File: src/rtl/core/rfd_pkg.sv
// Shared constants and controller/datapath interface types for the rail fence decrypter.
package rfd_pkg;

	localparam int MAX_RAILS   = 16;
	localparam int MIN_RAILS   = 2;
	localparam int RAILS_W     = 5;
	localparam int ROW_W       = 4;
	localparam int SUB_W       = 2;
	localparam int CHAR_W      = 8;
	localparam int COL_W       = 6;
	localparam int STORE_DEPTH = 64;

	localparam logic [RAILS_W-1:0] RAILS_RESET = RAILS_W'(MIN_RAILS);
	localparam logic [CHAR_W-1:0]  PAD_CHAR    = 8'h58;

	// controller -> datapath
	typedef struct packed {
		logic load;      // write input byte, advance load position
		logic rd_start;  // read column 0
		logic rd_next;   // read the column after the current one
		logic hold_ld;   // capture read data into hold register
		logic out_ld;    // move hold register into the output register
		logic out_final; // last-byte mark for out_ld
	} rfd_cmd_t;

	// datapath -> controller
	typedef struct packed {
		logic frame_end; // load position is the last byte of the frame
		logic pad;       // read data is the padding character
		logic ptr_last;  // read data is the last column of the frame
		logic out_free;  // output register can take a byte this cycle
	} rfd_status_t;

endpackage

File: src/rtl/core/rfd_datapath.sv
// Datapath: rails register, load position, column store, read pointer and output register.
module rfd_datapath (
	input  logic                        clk,
	input  logic                        arst_n,
	input  logic                        cfg_we,
	input  logic [rfd_pkg::RAILS_W-1:0] cfg_wdata,
	input  logic [rfd_pkg::CHAR_W-1:0]  in_char,
	input  rfd_pkg::rfd_cmd_t           cmd,
	output rfd_pkg::rfd_status_t        status,
	output logic                        out_valid,
	input  logic                        out_ready,
	output logic [rfd_pkg::CHAR_W-1:0]  out_char,
	output logic                        out_final
);
	import rfd_pkg::*;

	logic [RAILS_W-1:0] rails_q;
	logic [ROW_W-1:0]   row_q;
	logic [SUB_W-1:0]   sub_q;
	logic [COL_W-1:0]   rd_ptr_q;
	logic [CHAR_W-1:0]  rdata_q;
	logic [CHAR_W-1:0]  hold_q;
	logic               out_valid_q;
	logic [CHAR_W-1:0]  out_char_q;
	logic               out_final_q;
	logic [CHAR_W-1:0]  mem [STORE_DEPTH];

	logic [RAILS_W-1:0] eff_r;
	logic [ROW_W-1:0]   last_row;
	logic [COL_W-1:0]   period;
	logic [COL_W-1:0]   period2;
	logic [COL_W-1:0]   k;
	logic [COL_W-1:0]   wr_col;
	logic [COL_W-1:0]   rd_addr;
	logic               rd_en;

	// clamp rails into 2..MAX_RAILS
	always_comb begin
		if (rails_q < RAILS_W'(MIN_RAILS)) begin
			eff_r = RAILS_W'(MIN_RAILS);
		end else if (rails_q > RAILS_W'(MAX_RAILS)) begin
			eff_r = RAILS_W'(MAX_RAILS);
		end else begin
			eff_r = rails_q;
		end
	end

	assign last_row = ROW_W'(eff_r - RAILS_W'(1));
	assign period   = COL_W'({eff_r, 1'b0}) - COL_W'(2);
	assign period2  = {period[COL_W-2:0], 1'b0};
	assign k        = COL_W'(row_q);

	// column filled by the current load position
	always_comb begin
		if (row_q == '0) begin
			case (sub_q)
				2'd0:    wr_col = '0;
				2'd1:    wr_col = period;
				default: wr_col = period2;
			endcase
		end else if (row_q == last_row) begin
			case (sub_q)
				2'd0:    wr_col = k;
				default: wr_col = period + k;
			endcase
		end else begin
			case (sub_q)
				2'd0:    wr_col = k;
				2'd1:    wr_col = period - k;
				2'd2:    wr_col = period + k;
				default: wr_col = period2 - k;
			endcase
		end
	end

	assign status.frame_end = (row_q == last_row) && (sub_q == SUB_W'(1));
	assign status.pad       = (rdata_q == PAD_CHAR);
	assign status.ptr_last  = (rd_ptr_q == period2);
	assign status.out_free  = !out_valid_q || out_ready;

	assign rd_en   = cmd.rd_start || cmd.rd_next;
	assign rd_addr = cmd.rd_start ? '0 : rd_ptr_q + COL_W'(1);

	always_ff @(posedge clk or negedge arst_n) begin
		if (!arst_n) begin
			rails_q     <= RAILS_RESET;
			row_q       <= '0;
			sub_q       <= '0;
			out_valid_q <= 1'b0;
		end else begin
			if (cfg_we) begin
				rails_q <= cfg_wdata;
				row_q   <= '0;
				sub_q   <= '0;
			end else if (cmd.load) begin
				if (status.frame_end) begin
					row_q <= '0;
					sub_q <= '0;
				end else if ((row_q == '0 && sub_q == SUB_W'(2)) || sub_q == SUB_W'(3)) begin
					row_q <= row_q + ROW_W'(1);
					sub_q <= '0;
				end else begin
					sub_q <= sub_q + SUB_W'(1);
				end
			end
			if (cmd.out_ld) begin
				out_valid_q <= 1'b1;
			end else if (out_ready) begin
				out_valid_q <= 1'b0;
			end
		end
	end

	// payload registers
	always_ff @(posedge clk) begin
		if (rd_en) begin
			rd_ptr_q <= rd_addr;
		end
		if (cmd.hold_ld) begin
			hold_q <= rdata_q;
		end
		if (cmd.out_ld) begin
			out_char_q  <= hold_q;
			out_final_q <= cmd.out_final;
		end
	end

	// column store, one write and one registered read per cycle
	always_ff @(posedge clk) begin
		if (cmd.load) begin
			mem[wr_col] <= in_char;
		end
		if (rd_en) begin
			rdata_q <= mem[rd_addr];
		end
	end

	assign out_valid = out_valid_q;
	assign out_char  = out_char_q;
	assign out_final = out_final_q;

endmodule

File: src/rtl/core/rfd_ctrl.sv
// Controller: load / emit sequencing state machine.
module rfd_ctrl (
	input  logic                 clk,
	input  logic                 arst_n,
	input  logic                 in_valid,
	output logic                 in_ready,
	input  rfd_pkg::rfd_status_t status,
	output rfd_pkg::rfd_cmd_t    cmd
);
	import rfd_pkg::*;

	typedef enum logic [1:0] {
		ST_LOAD,
		ST_FIRST,
		ST_NEXT,
		ST_LAST
	} state_t;

	state_t state_q;
	state_t state_d;

	assign in_ready = (state_q == ST_LOAD);

	always_comb begin
		cmd     = '0;
		state_d = state_q;
		unique case (state_q)
			ST_LOAD: begin
				if (in_valid) begin
					cmd.load = 1'b1;
					if (status.frame_end) begin
						cmd.rd_start = 1'b1;
						state_d      = ST_FIRST;
					end
				end
			end
			ST_FIRST: begin
				// leading pad: frame gives nothing
				if (status.pad) begin
					state_d = ST_LOAD;
				end else begin
					cmd.hold_ld = 1'b1;
					cmd.rd_next = 1'b1;
					state_d     = ST_NEXT;
				end
			end
			ST_NEXT: begin
				if (status.out_free) begin
					cmd.out_ld    = 1'b1;
					cmd.out_final = status.pad;
					if (status.pad) begin
						state_d = ST_LOAD;
					end else begin
						cmd.hold_ld = 1'b1;
						if (status.ptr_last) begin
							state_d = ST_LAST;
						end else begin
							cmd.rd_next = 1'b1;
						end
					end
				end
			end
			ST_LAST: begin
				if (status.out_free) begin
					cmd.out_ld    = 1'b1;
					cmd.out_final = 1'b1;
					state_d       = ST_LOAD;
				end
			end
			default: state_d = ST_LOAD;
		endcase
	end

	always_ff @(posedge clk or negedge arst_n) begin
		if (!arst_n) begin
			state_q <= ST_LOAD;
		end else begin
			state_q <= state_d;
		end
	end

endmodule

File: src/rtl/core/rail_fence_two_cycle_decrypt.sv
// Top level of the rail fence frame decrypter: controller plus datapath.
//
//  channel   dir  handshake          payload
//  s_*       in   s_tvalid/s_tready  s_tdata[7:0] = cipher_char
//  m_*       out  m_tvalid/m_tready  m_tdata[7:0] = plain_char, m_tlast = final_char
//  cfg_*     in   cfg_we             cfg_wdata[4:0] = rails
//
// Loading takes one transaction per cycle; a frame is 4*rails-3 bytes (rails clamped
// to 2..16). After the last byte, input is blocked while the column store is read
// back in order: column 0 is fetched first, then one output byte per cycle, set by
// the single read port of the store, while m_tready is high.
// Emission stops before the first 'X'; the last byte carries m_tlast.
// Reset clears the load position, the state machine and the output valid; rails = 2.
// A rails write restarts the frame.
module rail_fence_two_cycle_decrypt (
	input  logic                        clk,
	input  logic                        arst_n,
	input  logic                        s_tvalid,
	output logic                        s_tready,
	input  logic [7:0]                  s_tdata,   // [7:0] cipher_char
	output logic                        m_tvalid,
	input  logic                        m_tready,
	output logic [7:0]                  m_tdata,   // [7:0] plain_char
	output logic                        m_tlast,   // final_char
	input  logic                        cfg_we,
	input  logic [rfd_pkg::RAILS_W-1:0] cfg_wdata  // rails
);
	import rfd_pkg::*;

	rfd_cmd_t    cmd;
	rfd_status_t status;

	// sequencing: accepts input only while loading, drives read-back
	rfd_ctrl u_ctrl (
		.clk      (clk),
		.arst_n   (arst_n),
		.in_valid (s_tvalid),
		.in_ready (s_tready),
		.status   (status),
		.cmd      (cmd)
	);

	// store, position counters and output register
	rfd_datapath u_datapath (
		.clk       (clk),
		.arst_n    (arst_n),
		.cfg_we    (cfg_we),
		.cfg_wdata (cfg_wdata),
		.in_char   (s_tdata),
		.cmd       (cmd),
		.status    (status),
		.out_valid (m_tvalid),
		.out_ready (m_tready),
		.out_char  (m_tdata),
		.out_final (m_tlast)
	);

endmodule

File: config.mk
export PLATFORM = sky130hd
export DESIGN_NAME = rail_fence_two_cycle_decrypt
export DESIGN_NICKNAME = d
export VERILOG_FILES = /design/src/rtl/core/rfd_pkg.sv /design/src/rtl/core/rfd_datapath.sv /design/src/rtl/core/rfd_ctrl.sv /design/src/rtl/core/rail_fence_two_cycle_decrypt.sv
export SDC_FILE = /design/constraint.sdc
export NUM_CORES = 1
export LEC_CHECK = 0
export CORE_MARGIN = 2
export CORE_UTILIZATION = 50
export CTS_BUF_LIST = sky130_fd_sc_hd__clkbuf_4 sky130_fd_sc_hd__clkbuf_8
export DETAILED_ROUTE_END_ITERATION = 10
export DONT_BUFFER_PORTS = 1
export GPL_ROUTABILITY_DRIVEN = 0
export GPL_TIMING_DRIVEN = 0
export SLEW_MARGIN = 15
export SYNTH_ARGS = -nofsm -noshare
export SYNTH_HDL_FRONTEND = slang
export SYNTH_SLANG_ARGS = --single-unit
File: constraint.sdc
create_clock -name clk -period 4.59 [get_ports clk]
set_input_delay 0.459 -clock clk [delete_from_list [all_inputs] [get_ports clk]]
set_output_delay 0.459 -clock clk [all_outputs]
set_load 0.005 [all_outputs]
==> metrics.txt <==
outcome finished, final reports clean; syn_area_per_cell 15.71 um^2; row cnt 79; routed length per instance 31.45 um; pin count of the biggest net entering global routing 65; Worst EP arrival 4.88 ns; CP max stage cell nor4_2; post-route setup slack 0.1051 ns; Final #Nets 1657; port bufs 0; Post-synth top cells 543 x edfxtp_1, 121 x nand2_1, 119 x nor2_1, 72 x mux4_2, 48 x mux2i_1; die height 221.0 um; Tot GR Track Use 0.2954; Vias/cell 6.516; final hold vios 0; worst-path fanout max 10; area growth from synthesis to layout 14.98%; worst skew pair latency 0.68 ns; core area 46560 um^2; Slew HR 0.1319; clock slew at reported path FFs 0.07 ns; Max H-tree Level 3; Unique masters post-synth 85; most frequent cell after synthesis edfxtp_1; crit path capture type flip-flop; CP Cell Sequence buf_2 > buf_8 > inv_1 > clkbuf_4 > buf_4 > ha_1 > clkbuf_4 > clkbuf_4 > mux4_2 > o22ai_1 > o21ai_0 > a41oi_1 > nor4_2; via count 14929; P_leak 0.008680 uW; vias in the first global route 14593; Ys Warns 0; first-pass GRT wire length 103.2 mm; HP Class primary input to flip-flop; Seq cells post-synth 557; dominant synthesized flop cell edfxtp_1; Synth top area share 0.6926; Final Setup Violations 0; chip width 221.0 um; detailed-router iteration count before antenna repair 7; worst reg2reg setup slack 0.11 ns; Die ar. 48840 um^2; PD cells 711.5 nW/um^2; max-cap violations 0; register area share after synthesis 0.7075; pre-CTS setup slack -2.399 ns; Final min period 4.485 ns; Worst Tran Pin Value 1.297 ns; Layout Skew 0.02285 ns; syn_nets 1538; crit-path max cell delay 0.64 ns; Iteration-0 DRC Markers 2233; Max Slew Vio Count 0; synth top area cells edfxtp_1 69%, mux4_2 6.9%, mux2i_1 2.0%; fin crit share 0.9771; TritonCTS clock tree done; Critical Path RT 4.98 ns; Core Util, Final 0.5814; crit path kind flip-flop to flip-flop; ANT nets after route 0; number of CTS-inserted buffers 91; async set or reset register ratio after synthesis 0.02513; WL final 72.05 mm; total grt overflow 0; Bufs on Longest Clock Path 3; DR DRC count 0; ratio of cells with drive above 1 in the final layout 0.2412; max frequency 0.2230 GHz; initial core utilization 0.5057; io pins 29; Mapped Area 23540 um^2; CP Launch Type flip-flop; Root Driver clkbuf_8; post-synth top area cell edfxtp_1; RSZ-0062 raised after global routing yes; Mapped Cells 1499; peak supply drop 0.0004104 V; placed cell count 2106; Non-Filler Instances 2291; Num Clock Sinks 557; EDFF count, synth 543; DP HPWL 46.58 mm; initial antenna violation count 1; most numerous cell on the critical path clkbuf_4
[worst paths after layout]
check	from	endpoint	cells past startpoint
setup / recovery	u_datapath.rd_ptr_q[0]	u_datapath.rdata_q[7]	13
hold / removal	s_tdata[4]	u_datapath.mem[44][4]	1
setup reg to reg	u_datapath.rd_ptr_q[0]	u_datapath.rdata_q[7]	13
hold reg to reg	u_datapath.hold_q[2]	u_datapath.out_char[2]	0
max in group asynchronous	arst_n	u_ctrl.state_q[1]	1
min in group asynchronous	arst_n	u_datapath.rails_q[0]	1
[layout by cell type, fill, tap and decap left out, types with 13 or more instances in the layout]
master	instances
clkinv_1	21
nor2_1	55
buf_2	27
nor3_1	43
mux2i_1	48
nand2_1	121
nor2_2	19
a21oi_1	38
clkbuf_4	37
edfxtp_1	543
nor2_4	46
a31oi_1	15
nand3_1	40
mux4_2	72
ha_1	18
clkbuf_1	21
o22ai_1	13
clkbuf_2	13
nor4_1	15
dfrtp_1	13
a211oi_1	24
clkbuf_8	91
xnor2_1	13
o21ai_0	38
inv_1	22
[layer usage]
metal	global-route usage	routed length, um
met1	0.3953	27820
met2	0.4511	32900
met3	0.07781	7512
met4	0.1461	3797
met5	0	17
[power breakdown]
group / internal [uW] / switching (uW)
clock: 2130 / 1980
sequential: 6050 / 140
combinational: 2680 / 6280
total: 10900 / 8400
[flip-flops by register name, indices dropped and copies added, names as in the netlist]
| signal | cells |
|---|---|
| u_datapath.hold_q | 8 |
| u_datapath.out_valid | 1 |
| u_datapath.mem | 512 |
| u_datapath.row_q | 4 |
| u_datapath.out_final | 1 |
| u_ctrl.state_q | 2 |
| u_datapath.sub_q | 2 |
| u_datapath.rails_q | 5 |
| u_datapath.rdata_q | 8 |
| u_datapath.rd_ptr_q | 6 |
| u_datapath.out_char | 8 |
[cell families after synthesis]
family	count (synthesis)	synth area share
AO/OA/AOI/OAI	243	0.07457
XOR/XNOR	20	0.007440
adder cells (fa/ha/maj)	21	0.01180
buffers and inverters	111	0.02035
flip-flops	557	0.7075
multiplexers	131	0.09455
AND/OR/NAND/NOR	416	0.08376
[final cells by class]
| cell class | instances | area, um^2 |
|---|---|---|
| flip-flops and latches | 557 | 16660 |
| clock buffers | 119 | 1463 |
| fillers | 3598 | 19490 |
| diodes | 1 | 2.502 |
| repair buffers | 28 | 462.9 |
| clock inverters | 39 | 217.7 |
| plain buffers | 87 | 476.7 |
| inverters | 22 | 82.58 |
| well taps | 607 | 759.5 |
| multi-input cells | 831 | 6947 |
[repair_timing]
action / 4_1_cts / 5_1_grt
endpoints found under the setup margin: 520 / 513
hold endpoints to repair: 532 / 0
buffers inserted: 3 / 10
hold buffers: 15 / 0
gates resized for setup: 133 / 72
pin swaps: 3 / 10
[worst max-delay path, delay by kind of cell (launching register included)]
kind / cells / cell delay (ns)
AND/OR/NAND/NOR: 1 / 0.64
adder cells (fa/ha/maj): 1 / 0.34
buffers and inverters: 7 / 1.67
flip-flops: 1 / 0.35
multiplexers: 1 / 0.25
AO/OA/AOI/OAI: 3 / 0.94
[per-stage QoR]
step           power, uW  cell area [um^2]  hold slack, ns  TNS (ns)
2_1_floorplan      10970             23540          0.1634         0
6_report           19260             27070          0.1803         0
3_5_place_dp       14250             24310          0.1637   -177.77
5_1_grt            19860             27070          0.1550   -0.8308
4_1_cts            18810             26730          0.1440    -4.708
3_3_place_gp       14180             24300          0.1637   -128.86
Power figures use the tool's default switching activity.
